==> config.mk <==
export PLATFORM = sky130hd
export DESIGN_NAME = audio_channel_reorder
export DESIGN_NICKNAME = d
export VERILOG_FILES = /design/src/rtl/acr_pkg.sv /design/src/rtl/audio_channel_reorder.sv /design/src/rtl/acr_ram.sv /design/src/rtl/acr_gather.sv /design/src/rtl/acr_drain.sv
export SDC_FILE = /design/constraint.sdc
export NUM_CORES = 1
export LEC_CHECK = 0
export BUFFER_PORTS_ARGS = -buffer_cell sky130_fd_sc_hd__buf_2
export CORE_MARGIN = 2
export CORE_UTILIZATION = 65
export CTS_BUF_LIST = sky130_fd_sc_hd__clkbuf_4 sky130_fd_sc_hd__clkbuf_8
export DETAILED_ROUTE_END_ITERATION = 8
export PLACE_DENSITY_LB_ADDON = 0.15
export SLEW_MARGIN = 20
export SYNTH_ARGS = -nofsm -noshare
export SYNTH_HDL_FRONTEND = slang
export SYNTH_SLANG_ARGS = --single-unit
==> constraint.sdc <==
create_clock -name clk -period 12.7 [get_ports clk]
set_input_delay 0.635 -clock clk [delete_from_list [all_inputs] [get_ports clk]]
set_output_delay 0.635 -clock clk [all_outputs]
set_load 0.01 [all_outputs]
==> src/rtl/acr_pkg.sv <==
// acr_pkg: shared types, register indexes and a helper function for the
// audio channel reorder block. No dependencies.
package acr_pkg;

    // Fixed field widths
    localparam int SAMPLE_W  = 32;
    localparam int CFG_W     = 24;
    localparam int CFG_IDX_W = 3;
    localparam int COUNT_W   = 4;
    localparam int SLOT_W    = 3;

    // Configuration register indexes
    localparam logic [CFG_IDX_W-1:0] REG_REMAP_ENABLE  = 3'd0;
    localparam logic [CFG_IDX_W-1:0] REG_PASSTHROUGH   = 3'd1;
    localparam logic [CFG_IDX_W-1:0] REG_SAMPLE_SIZE   = 3'd2;
    localparam logic [CFG_IDX_W-1:0] REG_CHANNEL_COUNT = 3'd3;
    localparam logic [CFG_IDX_W-1:0] REG_CHANNEL_MAP   = 3'd4;

    // Sample size codes
    localparam logic [2:0] SZ_8  = 3'd0;
    localparam logic [2:0] SZ_16 = 3'd1;
    localparam logic [2:0] SZ_24 = 3'd2;
    localparam logic [2:0] SZ_32 = 3'd3;

    // Reset values
    localparam logic [2:0]         SAMPLE_SIZE_RST   = SZ_16;
    localparam logic [COUNT_W-1:0] CHANNEL_COUNT_RST = 4'd2;
    localparam logic [CFG_W-1:0]   CHANNEL_MAP_RST   = 24'hFAC688;  // identity

    // Drain sequencer states
    typedef enum logic [0:0] {
        ST_IDLE,
        ST_DRAIN
    } acr_state_t;

    // Live configuration, with channel count already clamped
    typedef struct packed {
        logic               remap_enable;
        logic               passthrough;
        logic [2:0]         sample_size;
        logic [CFG_W-1:0]   channel_map;
        logic [COUNT_W-1:0] n;
    } acr_cfg_t;

    // Gather side -> drain side
    typedef struct packed {
        logic                frame_done;
        logic                copy_push;
        logic [SAMPLE_W-1:0] copy_data;
    } acr_cmd_t;

    // Drain side -> gather side
    typedef struct packed {
        logic in_ok;
        logic drain_done;
    } acr_stat_t;

    // Bit mask for a supported sample size code
    function automatic logic [SAMPLE_W-1:0] size_mask(input logic [2:0] sz);
        logic [SAMPLE_W-1:0] m;
        begin
            case (sz)
                SZ_8:    m = 32'h0000_00FF;
                SZ_16:   m = 32'h0000_FFFF;
                SZ_24:   m = 32'h00FF_FFFF;
                default: m = 32'hFFFF_FFFF;
            endcase
            return m;
        end
    endfunction

endpackage

==> src/rtl/audio_channel_reorder.sv <==
// Interleaved audio channel reorder. In copy mode (passthrough set or
// remapping off) each sample goes out in the cycle after its transaction,
// one per clock while the sink keeps up. In remap mode each sample is
// written into the frame store; the sample that completes a frame then
// holds off input while the frame is read back slot 0 first, one slot at a
// time, because the store has one read port with registered read data and
// there is a single output register. Destinations at or above the channel
// count are dropped, slots not written in a frame read as zero, and a
// partial frame at buffer end is lost.
// Depends on acr_pkg, acr_ram, acr_gather, acr_drain.
module audio_channel_reorder #(
    parameter int MAX_CHANNELS = 8,
    parameter int SAMPLE_BITS  = 32
) (
    input  logic                           clk,
    input  logic                           rst_n,
    // Configuration write port
    input  logic                           cfg_wr_en,
    input  logic [acr_pkg::CFG_IDX_W-1:0]  cfg_index,
    input  logic [acr_pkg::CFG_W-1:0]      cfg_wdata,
    // Input stream
    input  logic                           s_tvalid,
    output logic                           s_tready,
    input  logic [acr_pkg::SAMPLE_W-1:0]   s_tdata,   // [31:0] sample
    input  logic                           s_tlast,   // buffer_end
    // Output stream
    output logic                           m_tvalid,
    input  logic                           m_tready,
    output logic [acr_pkg::SAMPLE_W-1:0]   m_tdata,   // [31:0] out_sample
    output logic                           m_tlast    // frame_last
);

    localparam int IDX_W = $clog2(MAX_CHANNELS);

    logic                          remap_enable_reg;
    logic                          passthrough_reg;
    logic [2:0]                    sample_size_reg;
    logic [acr_pkg::COUNT_W-1:0]   channel_count_reg;
    logic [acr_pkg::CFG_W-1:0]     channel_map_reg;

    acr_pkg::acr_cfg_t   cfg;
    acr_pkg::acr_cmd_t   cmd;
    acr_pkg::acr_stat_t  stat;

    logic                    wr_en;
    logic [IDX_W-1:0]        wr_addr;
    logic [SAMPLE_BITS-1:0]  wr_data;
    logic                    rd_en;
    logic [IDX_W-1:0]        rd_addr;
    logic [SAMPLE_BITS-1:0]  rd_data;
    logic [MAX_CHANNELS-1:0] written;

    // Configuration registers
    always_ff @(posedge clk or negedge rst_n)
    begin
        if (!rst_n)
        begin
            remap_enable_reg  <= 1'b0;
            passthrough_reg   <= 1'b0;
            sample_size_reg   <= acr_pkg::SAMPLE_SIZE_RST;
            channel_count_reg <= acr_pkg::CHANNEL_COUNT_RST;
            channel_map_reg   <= acr_pkg::CHANNEL_MAP_RST;
        end
        else if (cfg_wr_en)
        begin
            unique case (cfg_index)
                acr_pkg::REG_REMAP_ENABLE:  remap_enable_reg  <= cfg_wdata[0];
                acr_pkg::REG_PASSTHROUGH:   passthrough_reg   <= cfg_wdata[0];
                acr_pkg::REG_SAMPLE_SIZE:   sample_size_reg   <= cfg_wdata[2:0];
                acr_pkg::REG_CHANNEL_COUNT: channel_count_reg <= cfg_wdata[3:0];
                acr_pkg::REG_CHANNEL_MAP:   channel_map_reg   <= cfg_wdata;
                default:                    ;
            endcase
        end
    end

    // Live configuration; channel count clamped to 1..MAX_CHANNELS
    always_comb
    begin
        cfg.remap_enable = remap_enable_reg;
        cfg.passthrough  = passthrough_reg;
        cfg.sample_size  = sample_size_reg;
        cfg.channel_map  = channel_map_reg;
        if (channel_count_reg == '0)
        begin
            cfg.n = 4'd1;
        end
        else if (channel_count_reg > acr_pkg::COUNT_W'(MAX_CHANNELS))
        begin
            cfg.n = acr_pkg::COUNT_W'(MAX_CHANNELS);
        end
        else
        begin
            cfg.n = channel_count_reg;
        end
    end

    acr_gather #(
        .MAX_CHANNELS (MAX_CHANNELS),
        .SAMPLE_BITS  (SAMPLE_BITS)
    ) u_gather (
        .clk      (clk),
        .rst_n    (rst_n),
        .cfg      (cfg),
        .s_tvalid (s_tvalid),
        .s_tready (s_tready),
        .s_tdata  (s_tdata),
        .s_tlast  (s_tlast),
        .stat     (stat),
        .wr_en    (wr_en),
        .wr_addr  (wr_addr),
        .wr_data  (wr_data),
        .written  (written),
        .cmd      (cmd)
    );

    // Frame store
    acr_ram #(
        .WIDTH (SAMPLE_BITS),
        .DEPTH (MAX_CHANNELS)
    ) u_frame_store (
        .clk     (clk),
        .wr_en   (wr_en),
        .wr_addr (wr_addr),
        .wr_data (wr_data),
        .rd_en   (rd_en),
        .rd_addr (rd_addr),
        .rd_data (rd_data)
    );

    acr_drain #(
        .MAX_CHANNELS (MAX_CHANNELS),
        .SAMPLE_BITS  (SAMPLE_BITS)
    ) u_drain (
        .clk      (clk),
        .rst_n    (rst_n),
        .n        (cfg.n),
        .written  (written),
        .cmd      (cmd),
        .stat     (stat),
        .rd_en    (rd_en),
        .rd_addr  (rd_addr),
        .rd_data  (rd_data),
        .m_tvalid (m_tvalid),
        .m_tready (m_tready),
        .m_tdata  (m_tdata),
        .m_tlast  (m_tlast)
    );

endmodule

==> src/rtl/acr_ram.sv <==
// acr_ram: generic single-write, single-read RAM with registered read data.
// No dependencies.
module acr_ram #(
    parameter int WIDTH = 32,
    parameter int DEPTH = 8
) (
    input  logic                     clk,
    input  logic                     wr_en,
    input  logic [$clog2(DEPTH)-1:0] wr_addr,
    input  logic [WIDTH-1:0]         wr_data,
    input  logic                     rd_en,
    input  logic [$clog2(DEPTH)-1:0] rd_addr,
    output logic [WIDTH-1:0]         rd_data
);

    logic [WIDTH-1:0] mem [DEPTH];

    // Write port
    always_ff @(posedge clk)
    begin
        if (wr_en)
        begin
            mem[wr_addr] <= wr_data;
        end
    end

    // Registered read port
    always_ff @(posedge clk)
    begin
        if (rd_en)
        begin
            rd_data <= mem[rd_addr];
        end
    end

endmodule

==> src/rtl/acr_gather.sv <==
// acr_gather: input side. Tracks channel position and written-slot bits,
// issues frame store writes and copy-mode pushes. Depends on acr_pkg.
module acr_gather #(
    parameter int MAX_CHANNELS = 8,
    parameter int SAMPLE_BITS  = 32
) (
    input  logic                              clk,
    input  logic                              rst_n,
    input  acr_pkg::acr_cfg_t                 cfg,
    input  logic                              s_tvalid,
    output logic                              s_tready,
    input  logic [acr_pkg::SAMPLE_W-1:0]      s_tdata,
    input  logic                              s_tlast,
    input  acr_pkg::acr_stat_t                stat,
    output logic                              wr_en,
    output logic [$clog2(MAX_CHANNELS)-1:0]   wr_addr,
    output logic [SAMPLE_BITS-1:0]            wr_data,
    output logic [MAX_CHANNELS-1:0]           written,
    output acr_pkg::acr_cmd_t                 cmd
);

    localparam int IDX_W = $clog2(MAX_CHANNELS);

    logic [IDX_W-1:0]        pos_reg, pos_next;
    logic [MAX_CHANNELS-1:0] written_reg, written_next;

    logic                          accept;
    logic                          copy_mode;
    logic                          unsupported;
    logic                          remap_do;
    logic [acr_pkg::SLOT_W-1:0]    pos3;
    logic [4:0]                    map_sel;
    logic [acr_pkg::SLOT_W-1:0]    dest;
    logic                          dest_ok;
    logic                          last;
    logic [SAMPLE_BITS-1:0]        raw;
    logic [acr_pkg::SAMPLE_W-1:0]  smask;

    // Decode of the current transaction
    always_comb
    begin
        accept      = s_tvalid & s_tready;
        copy_mode   = cfg.passthrough | ~cfg.remap_enable;
        unsupported = (cfg.sample_size > acr_pkg::SZ_32);
        remap_do    = accept & ~copy_mode & ~unsupported;
        pos3        = acr_pkg::SLOT_W'(pos_reg);
        map_sel     = {pos3, 1'b0} + 5'(pos3);
        dest        = cfg.channel_map[map_sel +: acr_pkg::SLOT_W];
        dest_ok     = ({1'b0, dest} < cfg.n);
        last        = ((acr_pkg::COUNT_W'(pos3) + 4'd1) >= cfg.n);
        raw         = s_tdata[SAMPLE_BITS-1:0];
        smask       = acr_pkg::size_mask(cfg.sample_size);
    end

    // Frame store write, masked to the configured sample width
    always_comb
    begin
        wr_en   = remap_do & dest_ok;
        wr_addr = dest[IDX_W-1:0];
        wr_data = raw & smask[SAMPLE_BITS-1:0];
    end

    // Position and written-slot next state
    always_comb
    begin
        pos_next     = pos_reg;
        written_next = written_reg;
        if (stat.drain_done)
        begin
            written_next = '0;
        end
        if (accept)
        begin
            if (copy_mode || unsupported)
            begin
                if (s_tlast)
                begin
                    pos_next     = '0;
                    written_next = '0;
                end
            end
            else
            begin
                if (dest_ok)
                begin
                    written_next[dest[IDX_W-1:0]] = 1'b1;
                end
                if (last)
                begin
                    // bits stay for the drain, cleared when it finishes
                    pos_next = '0;
                end
                else if (s_tlast)
                begin
                    // partial frame at buffer end is discarded
                    pos_next     = '0;
                    written_next = '0;
                end
                else
                begin
                    pos_next = pos_reg + 1'b1;
                end
            end
        end
    end

    always_ff @(posedge clk or negedge rst_n)
    begin
        if (!rst_n)
        begin
            pos_reg     <= '0;
            written_reg <= '0;
        end
        else
        begin
            pos_reg     <= pos_next;
            written_reg <= written_next;
        end
    end

    // Handshake and commands to the drain side
    always_comb
    begin
        s_tready       = stat.in_ok;
        written        = written_reg;
        cmd.frame_done = remap_do & last;
        cmd.copy_push  = accept & copy_mode;
        cmd.copy_data  = acr_pkg::SAMPLE_W'(raw);
    end

endmodule

==> src/rtl/acr_drain.sv <==
// acr_drain: output side. Reads the finished frame out of the frame store
// slot by slot and owns the output register. Depends on acr_pkg.
module acr_drain #(
    parameter int MAX_CHANNELS = 8,
    parameter int SAMPLE_BITS  = 32
) (
    input  logic                              clk,
    input  logic                              rst_n,
    input  logic [acr_pkg::COUNT_W-1:0]       n,
    input  logic [MAX_CHANNELS-1:0]           written,
    input  acr_pkg::acr_cmd_t                 cmd,
    output acr_pkg::acr_stat_t                stat,
    output logic                              rd_en,
    output logic [$clog2(MAX_CHANNELS)-1:0]   rd_addr,
    input  logic [SAMPLE_BITS-1:0]            rd_data,
    output logic                              m_tvalid,
    input  logic                              m_tready,
    output logic [acr_pkg::SAMPLE_W-1:0]      m_tdata,
    output logic                              m_tlast
);

    localparam int IDX_W = $clog2(MAX_CHANNELS);

    acr_pkg::acr_state_t state_reg, state_next;

    logic [IDX_W-1:0]              slot_reg, slot_next;
    logic                          pend_reg, pend_next;
    logic                          pend_last_reg, pend_last_next;
    logic                          pend_wr_reg, pend_wr_next;
    logic                          out_valid_reg, out_valid_next;
    logic [acr_pkg::SAMPLE_W-1:0]  out_data_reg, out_data_next;
    logic                          out_last_reg, out_last_next;

    logic out_free;
    logic slot_last;
    logic done;

    always_comb
    begin
        out_free  = ~out_valid_reg | m_tready;
        slot_last = ((acr_pkg::COUNT_W'(slot_reg) + 4'd1) == n);
        done      = pend_reg & pend_last_reg;
    end

    // Next state
    always_comb
    begin
        state_next = state_reg;
        unique case (state_reg)
            acr_pkg::ST_IDLE:
            begin
                if (cmd.frame_done)
                begin
                    state_next = acr_pkg::ST_DRAIN;
                end
            end
            acr_pkg::ST_DRAIN:
            begin
                if (done)
                begin
                    state_next = acr_pkg::ST_IDLE;
                end
            end
            default: state_next = acr_pkg::ST_IDLE;
        endcase
    end

    // State outputs: one read in flight, only when the output register frees
    always_comb
    begin
        rd_en           = 1'b0;
        stat.in_ok      = 1'b0;
        stat.drain_done = 1'b0;
        unique case (state_reg)
            acr_pkg::ST_IDLE:
            begin
                stat.in_ok = out_free;
            end
            acr_pkg::ST_DRAIN:
            begin
                rd_en           = ~pend_reg & out_free;
                stat.drain_done = done;
            end
            default: stat.in_ok = 1'b0;
        endcase
        rd_addr = slot_reg;
    end

    // Slot counter and read-pending tracking
    always_comb
    begin
        slot_next      = slot_reg;
        pend_next      = rd_en;
        pend_last_next = pend_last_reg;
        pend_wr_next   = pend_wr_reg;
        if (rd_en)
        begin
            pend_last_next = slot_last;
            pend_wr_next   = written[slot_reg];
            slot_next      = slot_reg + 1'b1;
        end
        if (done)
        begin
            slot_next = '0;
        end
    end

    // Output register: frame slots and copied samples
    always_comb
    begin
        out_valid_next = out_valid_reg;
        out_data_next  = out_data_reg;
        out_last_next  = out_last_reg;
        if (pend_reg)
        begin
            out_valid_next = 1'b1;
            out_data_next  = pend_wr_reg ? acr_pkg::SAMPLE_W'(rd_data) : '0;
            out_last_next  = pend_last_reg;
        end
        else if (cmd.copy_push)
        begin
            out_valid_next = 1'b1;
            out_data_next  = cmd.copy_data;
            out_last_next  = 1'b1;
        end
        else if (m_tready)
        begin
            out_valid_next = 1'b0;
        end
    end

    always_ff @(posedge clk or negedge rst_n)
    begin
        if (!rst_n)
        begin
            state_reg     <= acr_pkg::ST_IDLE;
            slot_reg      <= '0;
            pend_reg      <= 1'b0;
            pend_last_reg <= 1'b0;
            pend_wr_reg   <= 1'b0;
            out_valid_reg <= 1'b0;
        end
        else
        begin
            state_reg     <= state_next;
            slot_reg      <= slot_next;
            pend_reg      <= pend_next;
            pend_last_reg <= pend_last_next;
            pend_wr_reg   <= pend_wr_next;
            out_valid_reg <= out_valid_next;
        end
    end

    always_ff @(posedge clk)
    begin
        out_data_reg <= out_data_next;
        out_last_reg <= out_last_next;
    end

    always_comb
    begin
        m_tvalid = out_valid_reg;
        m_tdata  = out_data_reg;
        m_tlast  = out_last_reg;
    end

    // Read data never lands on a result still waiting for the sink
    assert property (@(posedge clk) disable iff (!rst_n)
        pend_reg |-> !(out_valid_reg && !m_tready))
        else $error("frame slot would overwrite a pending result");

    // Copy transactions and frame reads never compete for the output register
    assert property (@(posedge clk) disable iff (!rst_n)
        pend_reg |-> !cmd.copy_push)
        else $error("copy push during frame drain");

    // A finished frame always starts a drain
    assert property (@(posedge clk) disable iff (!rst_n)
        cmd.frame_done |=> state_reg == acr_pkg::ST_DRAIN)
        else $error("frame completed without drain");

    // Input is held off for the whole drain
    assert property (@(posedge clk) disable iff (!rst_n)
        state_reg == acr_pkg::ST_DRAIN |-> !stat.in_ok)
        else $error("input open during drain");

endmodule

==> flow_metrics.py, run 1 <==
metrics = {
    "status": {
        "outcome": "completed",
    },
    "pwr": {
        "clockPowerShare": 0.234,
        "switching_power_uw": 1304,
        "pwr-share-comb": 0.333,
        "internal-power_uw": 2645,
        "power-per-cell-area_mw_per_mm2": 229.5,
        "ir_worst_vdd_mv": 0.1647,
        "static_leak_uw": 0.006046,
        "power.share.switching": 0.3301,
        "share_of_power_burned_in_registers": 0.433,
    },
    "clocking": {
        "root_buffer": "sky130_fd_sc_hd__clkbuf_8",
        "postCtsSetupRepairBufs": 0,
        "deepest_clock_path_buffer_count": 3,
        "clkTransAtPathRegs_ns": 0.06,
        "worstSkewPairLatency_ns": 0.59,
        "cts.sinks": 373,
        "cts_tree": "done",
        "htree_levels": 2,
        "cts.repair.resized": 0,
        "cts_buffers": 56,
        "holdBufCountCts": 0,
    },
    "worst_setup_path": {
        "critical_path_peak_fanout": 32,
        "worst_path_dominant_cell_family": "simple AND/OR/NAND/NOR gates",
        "critical_path_buf_inv_count": 2,
        "timing.critical_path.cells": "ha_1 > fa_1 > or2_2 > a211oi_1 > or4_1 > and3_1 > inv_2 > ha_1 > a211o_1 > nand2_1 > nand4_1 > nor4_2 > buf_4",
        "worst_path_max_delay_cell": "sky130_fd_sc_hd__dfrtp_1",
        "cpMostUsedCell": "sky130_fd_sc_hd__ha_1",
        "critical_path.max_stage_delay_ns": 1.00,
        "worstSetupPathType": "flop to flop",
        "crit_required_ns": 12.91,
        "category_of_the_worst_setup_path_capture_point": "flop",
        "crit_path_start_kind": "flop",
        "cp_data_arrival_time_ns": 5.61,
    },
    "synthesis": {
        "synth_top_cells_by_count": "sky130_fd_sc_hd__edfxtp_1, sky130_fd_sc_hd__mux2_2, sky130_fd_sc_hd__mux4_2",
        "synth.yosys.seq_area_share": 0.7205,
        "cell_types_with_the_largest_area_share_after_synthesis": "sky130_fd_sc_hd__edfxtp_1, sky130_fd_sc_hd__mux4_2, sky130_fd_sc_hd__dfrtp_1, sky130_fd_sc_hd__mux2_2, sky130_fd_sc_hd__dfstp_2",
        "yosysTopAreaCellShare": 0.6338,
        "synth_nets": 928,
        "yosys.cell_count.top_type": "sky130_fd_sc_hd__edfxtp_1",
        "synthCells": 852,
        "synthesis.area_per_instance_um2": 17.85,
        "mappedNetlistArea_mm2": 0.01521,
        "number_of_enable_type_register_cells_in_the_synthesized_netlist": 321,
        "synthArstFlopShare": 0.1394,
        "synth.distinct_cells": 53,
        "yosysWarningCount": 0,
        "synth-seq-cells": 373,
        "post_synthesis_cell_type_with_the_largest_combined_area": "sky130_fd_sc_hd__edfxtp_1",
        "ys_dominant_reg_cell": "sky130_fd_sc_hd__edfxtp_1",
    },
    "die": {
        "die-area_mm2": 0.02464,
        "initial_utilization": 0.6677,
        "fp.dieW_um": 157.0,
        "top_level_ports": 100,
        "fp.coreArea_mm2": 0.02278,
        "die_extent_in_y_um": 157.0,
        "rows": 55,
    },
    "drt": {
        "drt-initial-drc-count": 657,
        "vias_per_cell": 6.122,
        "vias": 8209,
        "pre_antenna_drt_iters": 5,
        "totalWireLength_um": 30310,
        "wire_per_inst_um": 22.60,
        "drt.antenna.violating_nets": 0,
        "drt_drc_violations_left": 0,
    },
    "global_route": {
        "grt.met3_usage": 0.04460,
        "grt_start_max_net_pins": 55,
        "track_usage": 0.2529,
        "global_route.usage.met2": 0.4240,
        "antenna_found_initial": 0,
        "grt_pass1_wl_um": 46610,
        "groute.layer.met1.usage": 0.3500,
        "overflow": 0,
        "layer_carrying_the_most_global_route_usage": "met2",
        "first_global_vias": 8584,
    },
    "placement": {
        "place.port_buffers": 99,
        "dpl_worst_slack_ns": 7.323,
        "dp_hpwl_um": 18600,
        "globalplace.congestion": 0.8298,
        "dpl.cell_count": 1244,
    },
    "sta": {
        "max_slew.worst_pin.slew_ns": 1.005,
        "layout_worst_path_cycle_share": 0.4252,
        "setup-violations-final": 0,
        "rsz_0062_raised_after_global_routing": "false",
        "max_freq_mhz": 185.2,
        "number_of_endpoints_with_negative_hold_slack_in_the_final_report": 0,
        "period_minus_slack_ns": 5.400,
        "fin_ws_ns": 7.300,
        "drv_slew": 0,
        "slew_headroom": 0.3298,
        "setup_tns_ns": 0,
        "skew_ns": 0.01412,
    },
    "layout": {
        "final-seq-area_mm2": 0.01096,
        "syn_to_final_growth_pct": 13.15,
        "largest-register": "u_frame_store.mem",
        "multiInputGateArea_mm2": 0.003980,
        "nNetsFinal": 1066,
        "nFillCells": 1322,
        "ant_diodes": 0,
        "stdcell_count": 1341,
        "largest_reg_flops": 256,
        "post_route_cells_drive_above_1_share": 0.3726,
    },
    "job": {
        "max-cap-violations": 0,
    },
    "hold_path": {
        "hold_path_class": "primary input to async pin",
    },
}
==> cell type report <==
cell class | instances | share of cell area
Sequential cell | 373 | 0.6370
Multi-Input combinational cell | 399 | 0.2313
Clock buffer | 77 | 0.05431
Timing Repair Buffer | 119 | 0.03868
Tap cell | 313 | 0.02276
Inverter | 41 | 0.008942
Clock inverter | 19 | 0.007052
==> metrics by stage <==
stage            util  total power (uW)  hold WS, ns  instance area, um2
6_report       0.7556              3949       0.1728               17210
5_1_grt        0.7556              4140       0.1973               17210
2_1_floorplan       -              2661       0.3394               15210
4_1_cts        0.7544              3955       0.1577               17180
3_3_place_gp   0.7080              2966       0.4884               16130
3_5_place_dp   0.7080              3033       0.5046               16130
==> metal layers <==
| layer | part of all wire | vias up |
|---|---|---|
| met3 | 0.068 | 51 |
| met5 | 0 | - |
| met2 | 0.51 | 352 |
| met1 | 0.41 | 4177 |
| met4 | 0.017 | 0 |
| li1 | - | 3629 |
==> kinds of logic after synthesis <==
logic type | after synthesis | synth area share
buffers and inverters | 80 | 0.02188
xor gates and xnor gates | 6 | 0.003455
and+or+nand+nor | 145 | 0.04689
AOI/OAI and AO/OA | 86 | 0.03439
DFF | 373 | 0.7205
adders and majority gates | 11 | 0.009543
muxes | 151 | 0.1634
==> power by group through the flow <==
stage          Combinational (uW)  Sequential [uW]  Clock, uW
2_1_floorplan                 959             1700          0
3_5_place_dp                 1300             1740          0
4_1_cts                      1300             1710        939
6_report                     1310             1710        923
5_1_grt                      1420             1730        987
3_3_place_gp                 1240             1720          0
==> cell usage in the layout, fill, tap and decap left out, drive strengths merged, types with 3 or more instances in the layout <==
master and n:
nand4 3, o31ai 8, dfstp 14, edfxtp 321, nor2b 4, or3 4, xor2 4, nor4 8
mux4 70, nand2 49, a21o 4, a211oi 5, buf 119, nor2 32, inv 41, dfrtp 38
clkbuf 77, nand2b 9, nor3 5, mux2i 3, clkinv 16, o22ai 10, ha 10, mux2 78
a21oi 9, or2 4, o21ai 40, nand3 14
==> worst paths after layout <==
check	end	from	depth (start not counted)	slack [ns]
max	u_frame_store.mem[4][24]$_DFFE_PP_	u_gather.pos3[0]$_DFFE_PN0P_	13	7.30
min	channel_map_reg[6]$_DFFE_PN0P_	rst_n	2	0.17
max reg2reg	u_frame_store.mem[4][24]$_DFFE_PP_	u_gather.pos3[0]$_DFFE_PN0P_	13	7.30
min reg2reg	channel_map_reg[0]$_DFFE_PN0P_	channel_map_reg[0]$_DFFE_PN0P_	1	0.52
max in group asynchronous	u_drain.rd_addr[0]$_DFFE_PN0P_	rst_n	2	12.04
min in group clk	u_gather.pos3[1]$_DFFE_PN0P_	s_tlast	2	0.29
Note: power is estimated with default switching activity, not from simulation.
==> run 2, diff against run 1 <==
- ABC_AREA: not set -> 1
- CORE_UTILIZATION: 65 -> 63
- clock period: 12.7 -> 5.5 ns (I/O delays scaled with it)
==> flow_metrics.py, run 2 <==
metrics = {
    "sta": {
        "setup-violations-final": 0,
        "number_of_endpoints_with_negative_hold_slack_in_the_final_report": 0,
        "setup_tns_ns": 0,
        "skew_ns": 0.04053,
        "slew_headroom": 0.3173,
        "max_freq_mhz": 237.9,
        "drv_slew": 0,
        "max_slew.worst_pin.slew_ns": 1.020,
        "rsz_0062_raised_after_global_routing": "false",
        "period_minus_slack_ns": 4.204,
        "layout_worst_path_cycle_share": 0.7644,
        "hold_slack_ns": 0.03290,
    },
    "global_route": {
        "first_global_vias": 10510,
        "groute.layer.met1.usage": 0.3733,
        "grt_start_max_net_pins": 82,
        "global_route.usage.met2": 0.4481,
        "layer_carrying_the_most_global_route_usage": "met2",
        "grt.met3_usage": 0.03544,
        "grt_pass1_wl_um": 54660,
        "overflow": 0,
        "antenna_found_initial": 0,
        "track_usage": 0.2686,
    },
    "synthesis": {
        "synth_nets": 1413,
        "yosys.area_share.simple": 0.1396,
        "ys_dominant_reg_cell": "sky130_fd_sc_hd__edfxtp_1",
        "synth_xor_xnor_area_share": 0.003299,
        "mappedNetlistArea_mm2": 0.01555,
        "synthCells": 1337,
        "synth_top_cells_by_count": "sky130_fd_sc_hd__edfxtp_1, sky130_fd_sc_hd__nor2_1, sky130_fd_sc_hd__o21ai_0",
        "synth-adder-area-share": 0.009333,
        "yosysWarningCount": 0,
        "synth.distinct_cells": 40,
        "synth.yosys.seq_area_share": 0.7046,
        "cell_types_with_the_largest_area_share_after_synthesis": "sky130_fd_sc_hd__edfxtp_1, sky130_fd_sc_hd__nor2_1, sky130_fd_sc_hd__dfrtp_1, sky130_fd_sc_hd__o21ai_0, sky130_fd_sc_hd__nand3_1",
        "synth_compound_gate_area_share": 0.09349,
        "synth.mux.area_fraction": 0.01231,
        "post_synthesis_cell_type_with_the_largest_combined_area": "sky130_fd_sc_hd__edfxtp_1",
        "largest_family_of_logic_cells_by_synthesized_area": "simple AND/OR/NAND/NOR gates",
        "yosysTopAreaCellShare": 0.6198,
        "synthArstFlopShare": 0.1394,
        "number_of_enable_type_register_cells_in_the_synthesized_netlist": 321,
        "synthesis.area_per_instance_um2": 11.63,
        "synth-seq-cells": 373,
        "yosys.cell_count.top_type": "sky130_fd_sc_hd__edfxtp_1",
    },
    "layout": {
        "nFillCells": 1615,
        "ant_diodes": 0,
        "stdcell_count": 1859,
        "post_route_cells_drive_above_1_share": 0.1759,
        "most_common_cell_after_layout_fill_and_taps_aside": "sky130_fd_sc_hd__edfxtp_1",
        "mostFrequentLayoutCells": "sky130_fd_sc_hd__edfxtp_1, sky130_fd_sc_hd__nor2_1, sky130_fd_sc_hd__o21ai_0",
        "largest-register": "u_frame_store.mem",
        "syn_to_final_growth_pct": 15.18,
        "nNetsFinal": 1567,
        "largest_reg_flops": 256,
    },
    "clocking": {
        "htree_levels": 2,
        "clkTransAtPathRegs_ns": 0.06,
        "postCtsSetupRepairBufs": 0,
        "cts.sinks": 373,
        "root_buffer": "sky130_fd_sc_hd__clkbuf_8",
        "deepest_clock_path_buffer_count": 3,
        "cts.repair.resized": 0,
        "worstSkewPairLatency_ns": 0.61,
        "cts_tree": "done",
        "cts_buffers": 57,
    },
    "pwr": {
        "power-per-cell-area_mw_per_mm2": 493.6,
        "report.power.total_uw": 8842,
        "ir_worst_vdd_mv": 0.3803,
        "static_leak_uw": 0.006705,
    },
    "drt": {
        "vias_per_cell": 5.755,
        "vias": 10700,
        "drt-initial-drc-count": 938,
        "drt.antenna.violating_nets": 0,
        "drt_drc_violations_left": 0,
        "pre_antenna_drt_iters": 5,
        "wire_per_inst_um": 18.55,
        "totalWireLength_um": 34490,
    },
    "worst_setup_path": {
        "cp_data_arrival_time_ns": 4.50,
        "category_of_the_worst_setup_path_capture_point": "flop",
        "critical_path_peak_fanout": 31,
        "worstSetupPathType": "flop to flop",
        "crit_path_start_kind": "flop",
        "crit_required_ns": 5.80,
    },
    "hold_path": {
        "hold_path_class": "primary input to flop",
    },
    "status": {
        "outcome": "completed",
    },
    "die": {
        "fp.coreArea_mm2": 0.02425,
        "initial_utilization": 0.6413,
        "die_extent_in_y_um": 161.1,
        "top_level_ports": 100,
        "die-area_mm2": 0.02596,
        "fp.dieW_um": 161.1,
        "rows": 57,
    },
    "placement": {
        "place.port_buffers": 99,
        "globalplace.congestion": 0.8343,
        "dp_hpwl_um": 19410,
        "dpl.cell_count": 1712,
    },
    "job": {
        "max-cap-violations": 0,
    },
}
-- run 2: what timing repair did --
action | 4_1_cts | 5_1_grt
hold endpoints to repair | 138 | 0
hold buffers | 44 | 0
endpoints found under the setup margin | 0 | 0
-- run 2: final cells by class --
type / instances / area, um2 / share of cell area
sequential: 373 / 10960 / 0.6121
multi-input combinational: 826 / 4079 / 0.2277
timing repair buffer: 167 / 1129 / 0.06301
clock buffer: 75 / 925.9 / 0.05169
tap: 324 / 405.4 / 0.02263
inverter: 66 / 254.0 / 0.01418
clock inverter: 28 / 155.1 / 0.008662
-- run 2: cell families (layout without fill, tap and decap cells) --
kind of cell,count (synthesis),in the layout
compound gates,270,270
xor+xnor,5,5
fa+ha+maj,11,11
buf+inv,138,336
flops,373,373
mux,17,17
simple gates,523,523
-- run 2: final timing paths --
check,end,start,slack (ns),cells after the start
worst max-delay path,u_frame_store.mem[1][24]$_DFFE_PP_,u_gather.pos3[0]$_DFFE_PN0P_,1.30,17
worst min-delay path,u_drain.m_tdata[14]$_DFFE_PP_,s_tdata[14],0.03,3
worst max register to register,u_frame_store.mem[1][24]$_DFFE_PP_,u_gather.pos3[0]$_DFFE_PN0P_,1.30,17
min in group asynchronous,u_drain.pend_reg$_DFF_PN0_,rst_n,0.33,3
worst min register to register,u_drain.pend_last_reg$_DFFE_PN0P_,u_drain.pend_last_reg$_DFFE_PN0P_,0.49,2
max in group asynchronous,u_drain.rd_addr[0]$_DFFE_PN0P_,rst_n,4.62,3
-- run 2: layer usage --
layer	wire (um)	part of all wire
met3	2310	0.067
met4	846	0.025
met2	16710	0.48
met1	14620	0.42
met5	0	0
-- run 2: per-stage QoR --
step | utilization | setup slack (ns) | instance area, um2
after CTS | 0.7387 | 1.307 | 17910
after floorplan | - | 0.4078 | 15550
after global placement | 0.6760 | 1.335 | 16390
after detailed placement | 0.6760 | 1.253 | 16390
after global routing | 0.7387 | 1.045 | 17910
final | 0.7387 | 1.296 | 17910
-- run 2: power breakdown --
part / total [uW] / internal (uW) / switching, uW
registers: 3910 / 3670 / 244
clock network: 2160 / 1140 / 1010
logic: 2770 / 854 / 1920
total: 8840 / 5660 / 3180
-- run 2: worst max-delay path: stages, from the launching register on --
cell and delay [ns]:
sky130_fd_sc_hd__dfrtp_1 0.36, sky130_fd_sc_hd__buf_4 0.23, sky130_fd_sc_hd__ha_1 0.29, sky130_fd_sc_hd__fa_1 0.79
sky130_fd_sc_hd__clkinv_1 0.32, sky130_fd_sc_hd__nand3_1 0.16, sky130_fd_sc_hd__nand3_1 0.09, sky130_fd_sc_hd__nand3_1 0.10
sky130_fd_sc_hd__nand2_2 0.10, sky130_fd_sc_hd__ha_1 0.28, sky130_fd_sc_hd__nand2_1 0.06, sky130_fd_sc_hd__nand2_1 0.06
sky130_fd_sc_hd__nand2_2 0.08, sky130_fd_sc_hd__nand2_4 0.10, sky130_fd_sc_hd__inv_4 0.09, sky130_fd_sc_hd__nand2_1 0.08
sky130_fd_sc_hd__nor2_4 0.44, sky130_fd_sc_hd__buf_12 0.25
==> run 3, diff against run 2 <==
- ABC_AREA: 1 -> 0
- clock period: 5.5 -> 3.9 ns (I/O delays scaled with it)
==> flow_metrics.py, run 3 (same netlist as run 1, synthesis figures left out) <==
metrics = {
    "status": {
        "outcome": "finished, violations left",
        "violations": "negative hold slack, negative setup slack",
    },
    "die": {
        "fp.dieW_um": 159.4,
        "top_level_ports": 100,
        "fp.coreArea_mm2": 0.02361,
        "die_extent_in_y_um": 159.4,
        "initial_utilization": 0.6441,
        "die-area_mm2": 0.02540,
        "rows": 56,
    },
    "layout": {
        "mostFrequentLayoutCells": "sky130_fd_sc_hd__edfxtp_1, sky130_fd_sc_hd__buf_2, sky130_fd_sc_hd__mux2_2",
        "post_route_cells_drive_above_1_share": 0.3951,
        "largest_reg_flops": 256,
        "ant_diodes": 0,
        "postLayoutCellArea_mm2": 0.01868,
        "nNetsFinal": 1168,
        "nFillCells": 1244,
        "most_common_cell_after_layout_fill_and_taps_aside": "sky130_fd_sc_hd__edfxtp_1",
        "largest-register": "u_frame_store.mem",
        "syn_to_final_growth_pct": 22.83,
    },
    "global_route": {
        "first_global_vias": 9077,
        "grt_start_max_net_pins": 67,
        "antenna_found_initial": 0,
        "track_usage": 0.2573,
        "grt_pass1_wl_um": 50200,
        "overflow": 0,
    },
    "hold_path": {
        "hold_path.startpoint": "s_tdata[30]",
        "holdPathEnd": "u_drain.m_tdata[30]$_DFFE_PP_",
        "hold_path_class": "primary input to flop",
        "worst_hold_path.num_cells": 3,
    },
    "sta": {
        "skew_ns": 0.01866,
        "hold_slack_ns": -0.005160,
        "setup-violations-final": 108,
        "fin_ws_ns": -0.07652,
        "slew_headroom": 0.2848,
        "number_of_endpoints_with_negative_hold_slack_in_the_final_report": 1,
        "drv_slew": 0,
        "max_freq_mhz": 251.5,
        "rsz_0062_raised_after_global_routing": "true",
        "max_slew.worst_pin.slew_ns": 1.069,
        "layout_worst_path_cycle_share": 1.020,
        "period_minus_slack_ns": 3.977,
    },
    "pwr": {
        "clockPowerShare": 0.222,
        "power.share.switching": 0.3399,
        "pwr-share-comb": 0.390,
        "static_leak_uw": 0.006689,
        "share_of_power_burned_in_registers": 0.388,
        "switching_power_uw": 4869,
        "ir_worst_vdd_mv": 0.5573,
        "power-per-cell-area_mw_per_mm2": 766.7,
        "report.power.total_uw": 14320,
        "internal-power_uw": 9455,
    },
    "placement": {
        "placed_cell_areas_mm2": 0.01655,
        "dpl_worst_slack_ns": -0.09010,
        "place.port_buffers": 99,
        "dp_hpwl_um": 19480,
        "globalplace.congestion": 0.7832,
    },
    "worst_setup_path": {
        "crit_path_start_kind": "flop",
        "r2r_cells": 17,
        "reg2reg_from": "u_gather.pos3[1]$_DFFE_PN0P_",
        "worst_path_max_delay_cell": "sky130_fd_sc_hd__or4_1",
        "critical_path_peak_fanout": 16,
        "cpMostUsedCell": "sky130_fd_sc_hd__buf_6",
        "critical_path_buf_inv_count": 6,
        "cp_data_arrival_time_ns": 4.26,
        "category_of_the_worst_setup_path_capture_point": "flop",
        "r2r_setup_slack_ns": -0.08,
        "timing.critical_path.cells": "ha_4 > fa_1 > buf_4 > nand2b_1 > a211oi_1 > or4_1 > and3_4 > inv_8 > ha_4 > a211o_1 > nand2_1 > nand4_1 > buf_6 > buf_6 > nor4_4 > buf_6 > clkbuf_16",
        "crit_required_ns": 4.18,
        "critical_path.max_stage_delay_ns": 0.49,
        "critical_path.reg2reg.endpoint": "u_frame_store.mem[4][21]$_DFFE_PP_",
        "worstSetupPathType": "flop to flop",
        "worst_path_dominant_cell_family": "simple AND/OR/NAND/NOR gates",
    },
    "drt": {
        "drt.antenna.violating_nets": 0,
        "vias": 8865,
        "drt_drc_violations_left": 0,
        "drt-initial-drc-count": 839,
        "pre_antenna_drt_iters": 5,
        "wire_per_inst_um": 23.80,
        "vias_per_cell": 6.080,
        "totalWireLength_um": 34710,
    },
    "clocking": {
        "deepest_clock_path_buffer_count": 3,
        "worstSkewPairLatency_ns": 0.59,
        "clkTransAtPathRegs_ns": 0.06,
        "cts_buffers": 55,
        "cts_tree": "done",
        "root_buffer": "sky130_fd_sc_hd__clkbuf_8",
        "htree_levels": 2,
        "cts.sinks": 373,
    },
    "job": {
        "max-cap-violations": 0,
    },
}
-- run 3: changes by cell type in the layout (fill, tap and decap cells not counted), sizes merged, moves of 23 or more --
cell,previous run,this run
buf,123,160
mux4,0,70
inv,65,42
nand2,123,49
mux2,17,78
o22ai,34,10
o21ai,186,40
nand3,98,14
a31oi,34,1
nor2,286,32
-- run 3: per-layer routing --
layer	GRT usage	share of wire
met2	0.4536	0.52
met4	0.06529	0.022
met1	0.3374	0.39
met5	0	0
met3	0.04506	0.072
-- run 3: worst max-delay path by stage --
stage                                               endpoint  slack [ns]  depth (start not counted)                          from
after global placement     u_frame_store.mem[6][7]$_DFFE_PP_       -0.06                         16  u_gather.pos3[1]$_DFFE_PN0P_
final                     u_frame_store.mem[4][21]$_DFFE_PP_       -0.08                         17  u_gather.pos3[1]$_DFFE_PN0P_
after floorplan            u_frame_store.mem[2][0]$_DFFE_PP_       -1.03                         14  u_gather.pos3[1]$_DFFE_PN0P_
after detailed placement   u_frame_store.mem[6][9]$_DFFE_PP_       -0.09                         14  u_gather.pos3[1]$_DFFE_PN0P_
after global routing      u_frame_store.mem[4][21]$_DFFE_PP_       -0.21                         16  u_gather.pos3[1]$_DFFE_PN0P_
after CTS                 u_frame_store.mem[0][18]$_DFFE_PP_       0.007                         15  u_gather.pos3[1]$_DFFE_PN0P_
-- run 3: per-stage QoR --
step                      hold slack [ns]    util  setup TNS, ns  cells
after global routing              0.01014  0.7912         -26.12   1458
after floorplan                   -0.1006       -        -215.10    852
final                           -0.005160  0.7912         -2.323   1458
after detailed placement           0.4314  0.7011         -11.65   1272
after CTS                        0.001908  0.7777              0   1439
after global placement             0.4268  0.7011         -2.905   1272
-- run 3: timing repair --
action,in CTS,in global routing
hold buffers,54,0
endpoints found under the hold margin,156,0
buffers inserted,6,10
gates resized for setup,11,20
pin swaps,5,2
endpoints found under the setup margin,241,238
cloned,3,10
-- run 3: final cells by class --
type	instances	area, um2	share of cell area
inverter	41	163.9	0.008774
tap	319	399.1	0.02136
sequential	373	10960	0.5869
clock inverter	23	158.9	0.008506
multi-input combinational	399	4129	0.2210
timing repair buffer	222	1902	0.1018
clock buffer	81	964.7	0.05164
-- run 3: worst min-delay path, stage by stage --
cell and delay (ns):
sky130_fd_sc_hd__buf_2 0.08, sky130_fd_sc_hd__inv_1 0.05, sky130_fd_sc_hd__o21ai_0 0.14
-- run 3: power groups by stage --
| stage | Sequential (uW) | Clock, uW | Combinational [uW] |
|---|---|---|---|
| 6_report | 5560 | 3180 | 5580 |
| 3_3_place_gp | 5600 | 0 | 5000 |
| 4_1_cts | 5550 | 3180 | 5360 |
| 5_1_grt | 5630 | 3380 | 5930 |
| 3_5_place_dp | 5630 | 0 | 5130 |
| 2_1_floorplan | 5540 | 0 | 3730 |
